File: src/hw/rtl/ffba_pkg.sv
// ----------------------------------------------------------------------------
// ffba_pkg: shared definitions of the first-fit block allocator
// Field widths, command and status codes, default pool depth.
// ----------------------------------------------------------------------------
package ffba_pkg;

	localparam int DEF_MAX_CELLS = 128;

	localparam int ID_W   = 16;
	localparam int SIZE_W = 8;
	localparam int CFG_W  = 8;
	localparam int OP_W   = 2;
	localparam int STS_W  = 2;

	// command codes
	localparam logic [OP_W-1:0] OP_ALLOC  = 2'd0;
	localparam logic [OP_W-1:0] OP_ERASE  = 2'd1;
	localparam logic [OP_W-1:0] OP_DEFRAG = 2'd2;

	// result status codes
	localparam logic [STS_W-1:0] STS_OK      = 2'd0;
	localparam logic [STS_W-1:0] STS_NULL    = 2'd1;
	localparam logic [STS_W-1:0] STS_ILLEGAL = 2'd2;

endpackage

File: src/hw/rtl/ffba_cell_ram.sv
// ----------------------------------------------------------------------------
// ffba_cell_ram: owner store of the allocator
// One write port and one read port, read data registered.
// ----------------------------------------------------------------------------
module ffba_cell_ram #(
	parameter int DEPTH = ffba_pkg::DEF_MAX_CELLS,
	parameter int AW    = (DEPTH > 1) ? $clog2(DEPTH) : 1
) (
	input  logic                      clk,
	input  logic                      we,
	input  logic [AW-1:0]             waddr,
	input  logic [ffba_pkg::ID_W-1:0] wdata,
	input  logic                      re,
	input  logic [AW-1:0]             raddr,
	output logic [ffba_pkg::ID_W-1:0] rdata
);

	logic [ffba_pkg::ID_W-1:0] mem_q [DEPTH];

	// write port
	always_ff @(posedge clk) begin
		if (we) begin
			mem_q[waddr] <= wdata;
		end
	end

	// registered read port
	always_ff @(posedge clk) begin
		if (re) begin
			rdata <= mem_q[raddr];
		end
	end

endmodule

File: src/hw/rtl/first_fit_block_allocator.sv
// ----------------------------------------------------------------------------
// first_fit_block_allocator: first-fit cell allocator with compaction
// Allocates runs of free cells under fresh ids, erases by id and compacts
// owned cells to the front of the pool, scanning the owner store one cell
// per cycle with a single shared owner compare.
//
// Channel   Signals                              Handshake
// command   op, alloc_size, erase_id             start & !busy
// result    status, granted_id                   done, one cycle, no stall
// config    pool_size                            pool_size_we, any cycle
//
// Busy phases after the accepting edge:
//   allocate  scan for a fitting free run, then write each granted cell
//   erase     scan the pool; defragment compacting scan, then zero the tail
//   a zero-sized or exhausted allocate, or an erase of id 0, keeps busy low
// The scan reads one cell per cycle from the registered store read port.
// A clearing pass after reset zeroes the store, with busy high. Done never
// pulses for a defragment or a successful erase. Results cannot stall: done
// pulses after the last busy cycle, or the accepting edge if busy stays low.
// ----------------------------------------------------------------------------
module first_fit_block_allocator #(
	parameter int MAX_CELLS = ffba_pkg::DEF_MAX_CELLS
) (
	input  logic                       clk,
	input  logic                       arst_n,
	input  logic                       start,
	output logic                       busy,
	input  logic [ffba_pkg::OP_W-1:0]  op,
	input  logic [ffba_pkg::SIZE_W-1:0] alloc_size,
	input  logic [ffba_pkg::ID_W-1:0]  erase_id,
	output logic                       done,
	output logic [ffba_pkg::STS_W-1:0] status,
	output logic [ffba_pkg::ID_W-1:0]  granted_id,
	input  logic                       pool_size_we,
	input  logic [ffba_pkg::CFG_W-1:0] pool_size
);

	localparam int AW = (MAX_CELLS > 1) ? $clog2(MAX_CELLS) : 1;
	localparam int CW = $clog2(MAX_CELLS + 1);
	localparam int PW = (CW > ffba_pkg::CFG_W) ? CW : ffba_pkg::CFG_W;
	localparam int LW = (CW > ffba_pkg::SIZE_W) ? CW : ffba_pkg::SIZE_W;

	typedef enum logic [2:0] {
		ST_CLEAR,
		ST_IDLE,
		ST_SCAN,
		ST_WRITE,
		ST_FILL
	} state_t;

	state_t                      state_q;
	logic [ffba_pkg::OP_W-1:0]   op_q;
	logic [PW-1:0]               pool_q;
	logic [CW-1:0]               n_q;
	logic [CW-1:0]               cnt_q;
	logic [CW-1:0]               wr_q;
	logic [LW-1:0]               run_q;
	logic [LW-1:0]               need_q;
	logic [LW-1:0]               rem_q;
	logic [AW-1:0]               start_q;
	logic [AW-1:0]               wptr_q;
	logic [ffba_pkg::ID_W-1:0]   key_q;
	logic [ffba_pkg::ID_W-1:0]   next_id_q;
	logic                        hit_q;
	logic                        done_q;
	logic [ffba_pkg::STS_W-1:0]  status_q;
	logic [ffba_pkg::ID_W-1:0]   granted_q;
	logic                        rv_s1;
	logic [AW-1:0]               idx_s1;

	logic [CW-1:0]               n_act;
	logic                        rd_en;
	logic [ffba_pkg::ID_W-1:0]   rd_data;
	logic                        wr_en;
	logic [AW-1:0]               wr_addr;
	logic [ffba_pkg::ID_W-1:0]   wr_data;
	logic                        eq;
	logic                        last;
	logic [LW-1:0]               run_inc;
	logic                        fit;
	logic [AW-1:0]               start_sel;

	assign busy       = (state_q != ST_IDLE);
	assign done       = done_q;
	assign status     = status_q;
	assign granted_id = granted_q;

	// clamp the pool size register to 1..MAX_CELLS
	always_comb begin
		if (pool_q == '0) begin
			n_act = CW'(1);
		end else if (pool_q > PW'(MAX_CELLS)) begin
			n_act = CW'(MAX_CELLS);
		end else begin
			n_act = pool_q[CW-1:0];
		end
	end

	// shared owner compare and scan bookkeeping
	assign eq        = (rd_data == key_q);
	assign last      = (CW'(idx_s1) == (n_q - CW'(1)));
	assign run_inc   = run_q + LW'(1);
	assign fit       = eq && (run_inc >= need_q);
	assign start_sel = (run_q == '0) ? idx_s1 : start_q;
	assign rd_en     = (state_q == ST_SCAN) && (cnt_q < n_q);

	// drive the store write port
	always_comb begin
		wr_en   = 1'b0;
		wr_addr = wr_q[AW-1:0];
		wr_data = '0;
		case (state_q)
			ST_CLEAR: begin
				wr_en   = 1'b1;
				wr_addr = cnt_q[AW-1:0];
			end
			ST_SCAN: begin
				if (rv_s1 && op_q == ffba_pkg::OP_ERASE) begin
					wr_en   = eq;
					wr_addr = idx_s1;
				end else if (rv_s1 && op_q == ffba_pkg::OP_DEFRAG) begin
					wr_en   = !eq;
					wr_data = rd_data;
				end
			end
			ST_WRITE: begin
				wr_en   = 1'b1;
				wr_addr = wptr_q;
				wr_data = next_id_q;
			end
			ST_FILL: begin
				wr_en = (wr_q < n_q);
			end
			default: begin
				wr_en = 1'b0;
			end
		endcase
	end

	ffba_cell_ram #(
		.DEPTH (MAX_CELLS),
		.AW    (AW)
	) u_ram (
		.clk   (clk),
		.we    (wr_en),
		.waddr (wr_addr),
		.wdata (wr_data),
		.re    (rd_en),
		.raddr (cnt_q[AW-1:0]),
		.rdata (rd_data)
	);

	// pool size register, written at any time
	always_ff @(posedge clk or negedge arst_n) begin
		if (!arst_n) begin
			pool_q <= PW'(MAX_CELLS);
		end else if (pool_size_we) begin
			pool_q <= PW'(pool_size);
		end
	end

	// track read data in flight
	always_ff @(posedge clk or negedge arst_n) begin
		if (!arst_n) begin
			rv_s1 <= 1'b0;
		end else begin
			rv_s1 <= rd_en;
		end
	end

	always_ff @(posedge clk) begin
		if (rd_en) begin
			idx_s1 <= cnt_q[AW-1:0];
		end
	end

	// sequencer with registered result
	always_ff @(posedge clk or negedge arst_n) begin
		if (!arst_n) begin
			state_q   <= ST_CLEAR;
			op_q      <= ffba_pkg::OP_ALLOC;
			n_q       <= '0;
			cnt_q     <= '0;
			wr_q      <= '0;
			run_q     <= '0;
			need_q    <= '0;
			rem_q     <= '0;
			start_q   <= '0;
			wptr_q    <= '0;
			key_q     <= '0;
			hit_q     <= 1'b0;
			next_id_q <= ffba_pkg::ID_W'(1);
			done_q    <= 1'b0;
			status_q  <= ffba_pkg::STS_OK;
			granted_q <= '0;
		end else begin
			done_q <= 1'b0;
			case (state_q)
				ST_CLEAR: begin
					cnt_q <= cnt_q + CW'(1);
					if (cnt_q == CW'(MAX_CELLS - 1)) begin
						state_q <= ST_IDLE;
					end
				end
				ST_IDLE: begin
					if (start) begin
						op_q   <= op;
						n_q    <= n_act;
						cnt_q  <= '0;
						wr_q   <= '0;
						run_q  <= '0;
						hit_q  <= 1'b0;
						need_q <= LW'(alloc_size);
						key_q  <= (op == ffba_pkg::OP_ERASE) ? erase_id : '0;
						case (op)
							ffba_pkg::OP_ALLOC: begin
								if (alloc_size == '0 || next_id_q == '0) begin
									done_q    <= 1'b1;
									status_q  <= ffba_pkg::STS_NULL;
									granted_q <= '0;
								end else begin
									state_q <= ST_SCAN;
								end
							end
							ffba_pkg::OP_ERASE: begin
								if (erase_id == '0) begin
									done_q    <= 1'b1;
									status_q  <= ffba_pkg::STS_ILLEGAL;
									granted_q <= '0;
								end else begin
									state_q <= ST_SCAN;
								end
							end
							ffba_pkg::OP_DEFRAG: begin
								state_q <= ST_SCAN;
							end
							default: begin
								state_q <= ST_IDLE;
							end
						endcase
					end
				end
				ST_SCAN: begin
					if (rd_en) begin
						cnt_q <= cnt_q + CW'(1);
					end
					if (rv_s1) begin
						case (op_q)
							ffba_pkg::OP_ALLOC: begin
								run_q   <= eq ? run_inc : '0;
								start_q <= start_sel;
								if (fit) begin
									wptr_q  <= start_sel;
									rem_q   <= need_q;
									state_q <= ST_WRITE;
								end else if (last) begin
									done_q    <= 1'b1;
									status_q  <= ffba_pkg::STS_NULL;
									granted_q <= '0;
									state_q   <= ST_IDLE;
								end
							end
							ffba_pkg::OP_ERASE: begin
								hit_q <= hit_q | eq;
								if (last) begin
									if (!(hit_q || eq)) begin
										done_q    <= 1'b1;
										status_q  <= ffba_pkg::STS_ILLEGAL;
										granted_q <= '0;
									end
									state_q <= ST_IDLE;
								end
							end
							default: begin
								if (!eq) begin
									wr_q <= wr_q + CW'(1);
								end
								if (last) begin
									state_q <= ST_FILL;
								end
							end
						endcase
					end
				end
				ST_WRITE: begin
					wptr_q <= wptr_q + AW'(1);
					rem_q  <= rem_q - LW'(1);
					if (rem_q == LW'(1)) begin
						done_q    <= 1'b1;
						status_q  <= ffba_pkg::STS_OK;
						granted_q <= next_id_q;
						next_id_q <= next_id_q + ffba_pkg::ID_W'(1);
						state_q   <= ST_IDLE;
					end
				end
				ST_FILL: begin
					if (wr_q < n_q) begin
						wr_q <= wr_q + CW'(1);
					end else begin
						state_q <= ST_IDLE;
					end
				end
				default: begin
					state_q <= ST_IDLE;
				end
			endcase
		end
	end

	// a scan never writes the cell it is reading in the same cycle
	assert property (@(posedge clk) disable iff (!arst_n)
		(wr_en && rd_en) |-> (wr_addr != cnt_q[AW-1:0]))
		else $error("cell store write collides with scan read");

	// compaction never writes ahead of the cell being read
	assert property (@(posedge clk) disable iff (!arst_n)
		(state_q == ST_SCAN && rv_s1 && op_q == ffba_pkg::OP_DEFRAG)
			|-> (wr_q <= CW'(idx_s1)))
		else $error("compaction write pointer passed read pointer");

	// a granted id is never zero
	assert property (@(posedge clk) disable iff (!arst_n)
		(done_q && status_q == ffba_pkg::STS_OK) |-> (granted_q != '0))
		else $error("allocation granted id zero");

	// the id counter moves only with a successful allocate result
	assert property (@(posedge clk) disable iff (!arst_n)
		!$stable(next_id_q) |-> (done_q && status_q == ffba_pkg::STS_OK))
		else $error("next id changed without a grant");

	// the grant write phase never runs with nothing left to write
	assert property (@(posedge clk) disable iff (!arst_n)
		(state_q == ST_WRITE) |-> (rem_q != '0))
		else $error("grant write phase with zero cells left");

endmodule
File: config.mk
export PLATFORM = sky130hd
export DESIGN_NAME = first_fit_block_allocator
export DESIGN_NICKNAME = d
export VERILOG_FILES = /design/src/hw/rtl/ffba_pkg.sv /design/src/hw/rtl/ffba_cell_ram.sv /design/src/hw/rtl/first_fit_block_allocator.sv
export SDC_FILE = /design/constraint.sdc
export NUM_CORES = 2
export LEC_CHECK = 0
export BUFFER_PORTS_ARGS = -buffer_cell sky130_fd_sc_hd__buf_2
export CORE_ASPECT_RATIO = 1.25
export CORE_UTILIZATION = 50
export DETAILED_ROUTE_END_ITERATION = 12
export PLACE_DENSITY = 0.66
export SLEW_MARGIN = 0
export SYNTH_ARGS = -nofsm -noshare
export SYNTH_HDL_FRONTEND = slang
export SYNTH_SLANG_ARGS = --single-unit
File: constraint.sdc
create_clock -name clk -period 15.15 [get_ports clk]
set_clock_uncertainty 0.1 [all_clocks]
set_input_delay 2.2725 -clock clk [delete_from_list [all_inputs] [get_ports clk]]
set_output_delay 2.2725 -clock clk [all_outputs]
set_load 0.005 [all_outputs]
==> flow_summary_export.csv <==
group,metric,value,unit
route,highest_layer,"met4",
outcome,status,"completed",
layout,seqCellArea,65400,sq um
floorplanning,ios,58,
grt,antenna_found_initial,3,
synth,yosys_register_bits,2199,
route,final_antenna_net_count,0,
worst_hold_path,min_path_cells,2,
clocking,cts_buffer_depth,3,
grt,grt_use_total,0.240,
placement,io_buffers,57,
setup_path,rrSetupSlack,9.50,ns
pwr,powerDensity,119,nW/um^2
timing,tns,0,ns
synth,syn_avg_cell_area,22.1,sq um
floorplanning,dieArea,174000,sq um
grt,grt_pass1_wl,299000,um
route,drtIter0Drc,4348,
clocking,cts_sinks,2199,
floorplanning,core,171000,sq um
timing,max_freq,177,MHz
clocking,clk_pin_slew,0.06,ns
setup_path,reg2regPathDepth,7,
grt,gr-total-overflow,0,
timing,rsz0062_at_grt,"no",
setup_path,cp-end-kind,"flop",
placement,dpl_worst_slack,9.45,ns
grt,grt_start_max_net_pins,130,
timing,relSlewSlack,0.110,
route,wl_met1,79200,um
layout,area_delta_synth_final,11.9,%
floorplanning,num_rows,170,
layout,fillers,12500,
route,routed_via_density,6.22,
setup_path,r2r-end,"u_ram.rdata[8]",
timing,min_period,5.65,ns
route,wl_met2,108000,um
clocking,cts-resized-gates,0,
placement,routabilityCongestion,0.854,
timing,setup_viol,0,
pwr,leakage,25.6,nW
route,met3_length,12500,um
layout,drive_gt1_frac,0.290,
clocking,cts_tree,"yes",
synth,synth_nets,3968,
clocking,clockRootBuffer,"clkbuf_16",
synth,synth.distinct_cells,60,
timing,final-hold-violation-count,0,
worst_hold_path,hold_path.class,"reg -> reg",
placement,dp_hpwl,121000,um
route,wl_per_cell,31.5,um
clocking,htreeDepth,4,
clocking,clk_latency,0.85,ns
layout,finalNetCount,4213,
synth,syn_area,86200,sq um
setup_path,crit_type,"reg -> reg",
timing,worstMarginPinSlew,1.33,ns
clocking,holdBufCountCts,0,
route,route.detailed.drc,0,
worst_hold_path,min-delay-start,"need_q[7]",
clocking,cts_buffers,202,
setup_path,rr_startpoint,"cnt_q[1]",
synth,synth_edf_count,2071,
route,dr.pass1.iters,8,
route,num_vias,40700,
layout,multi_input_area,20000,sq um
layout,design_area,96400,sq um
floorplanning,die_h,466,um
synth,syn_inst,3898,
floorplanning,die_x,373,um
setup_path,arrival,6.15,ns
clocking,postCtsSetupRepairBufs,0,
synth,async_flop_share,0.0582,
synth,seq_area_frac_synth,0.759,
pwr,irDropWorstVdd,129,uV
setup_path,worst_setup_path_start_kind,"flop",
placement,place_area,90100,sq um
timing,fin_crit_sh,0.373,
grt,grt_pass1_vias,41800,
run,maxCapViolCount,0,
synth,ys_warn_count,0,
timing,final.setup.worst_slack,9.50,ns
timing,finalMaxSlewViolations,0,
synth,synth_top_flop_cell,"edfxtp_1",
route,finalWirelength,206000,um
floorplanning,start_util,0.503,
setup_path,cp.required,15.64,ns
setup_path,cp_max_fo,129,
worst_hold_path,hold_path_end,"rem_q[7]",
worst max-delay path by stage:
stage	endpoint	from	cells after the start	slack (ns)
floorplan	u_ram.mem_q[0][0]	state_q[1]	4	8.02
detailed placement	u_ram.rdata[14]	cnt_q[0]	7	9.45
finish	u_ram.rdata[8]	cnt_q[1]	7	9.50
global placement	u_ram.rdata[14]	cnt_q[0]	7	9.44
CTS	u_ram.rdata[14]	cnt_q[0]	7	9.44
global route	u_ram.rdata[14]	cnt_q[0]	7	9.28
cell usage after synthesis, drive strengths merged (32+ instances only):
master / count / area [sq um]
buf: 90 / 392
o21ai: 42 / 210
mux4: 656 / 14800
nor2: 190 / 713
dfrtp: 126 / 3150
clkbuf: 111 / 417
edfxtp: 2071 / 62200
xnor2: 42 / 368
nand2: 114 / 428
mux2i: 40 / 400
nand3: 40 / 200
ha: 32 / 400
inv: 33 / 124
worst max-delay path, cell delays in order, from the launching register on:
cell	delay, ns
dfrtp_4	0.91
buf_4	0.71
buf_4	0.78
buf_12	0.58
mux4_2	0.43
mux4_2	0.54
mux4_2	0.65
o21a_1	0.24
flip-flops by register name, summed over array words and instances (netlist names), 3 cells and up:
name	count
wptr_q	7
granted_id	16
run_q	8
n_q	8
state_q	3
key_q	16
rem_q	8
start_q	7
idx_s1	7
need_q	8
wr_q	8
pool_q	8
u_ram.rdata	16
next_id_q	16
u_ram.mem_q	2048
cnt_q	8
cells in the final DEF, fill, tap and decap left out, drive strengths merged, types with 10 or more instances in the layout:
cell type  Yosys  layout
dfrtp        126     126
o21ai         42      42
clkinv         0      98
nor2         190     190
ha            32      32
a221oi        15      15
edfxtp      2071    2071
nand3b        12      12
buf           90     242
nand2        114     114
a21oi         26      26
clkinvlp       0      12
clkbuf       111     240
nor4          12      12
mux2          30      30
nor3          14      14
nand3         40      40
a21o          22      22
bufinv         0      15
mux2i         40      40
inv           33      36
o21a          20      20
nand4         18      18
xnor2         42      42
mux4         656     656
a22oi         23      23
and3          22      22
xor2          10      10
per-stage QoR:
| stage | hold WS [ns] | cells | power (W) | util |
|---|---|---|---|---|
| final | 0.385 | 6547 | 0.0115 | 0.563 |
| after global routing | 0.408 | 6544 | 0.0118 | 0.563 |
| after CTS | 0.387 | 6543 | 0.0116 | 0.563 |
| after detailed placement | 0.377 | 6175 | 0.00672 | 0.525 |
| after global placement | 0.371 | 6175 | 0.00672 | 0.525 |
| after floorplan | 0.348 | 3898 | 0.00670 | - |
kinds of logic (layout without fill, tap and decap cells):
| kind of cell | count (synthesis) | count (layout) | share of synthesized area |
|---|---|---|---|
| DFF | 2199 | 2199 | 0.759 |
| muxes | 726 | 726 | 0.180 |
| and+or+nand+nor | 464 | 464 | 0.0249 |
| buffers and inverters | 234 | 643 | 0.0108 |
| AOI/OAI and AO/OA | 191 | 191 | 0.0157 |
| xor gates and xnor gates | 52 | 52 | 0.00528 |
| adders and majority gates | 32 | 32 | 0.00464 |
| other | 0 | 4 | 0 |
per-layer routing:
layer | track usage | vias to the layer above
li1 | - | 16900
met1 | 0.312 | 22000
met2 | 0.417 | 1522
met3 | 0.0359 | 325
met4 | 0.0782 | 0
met5 | 0 | -
power by group:
group          internal, W  leakage [nW]  switching, W
Combinational    0.0000138          6.54     0.0000214
Sequential         0.00655          16.0    0.00000624
Clock              0.00275          3.09       0.00218
Total              0.00932          25.6       0.00221
cell type report:
type | count | area share
Timing Repair Buffer | 242 | 0.0179
Multi-Input combinational cell | 1465 | 0.208
Clock inverter | 128 | 0.0106
Tap cell | 2236 | 0.0290
Clock buffer | 240 | 0.0552
Inverter | 33 | 0.00128
Sequential cell | 2199 | 0.678
Antenna cell | 4 | 0.000104
Note: power is estimated with default switching activity, not from simulation.
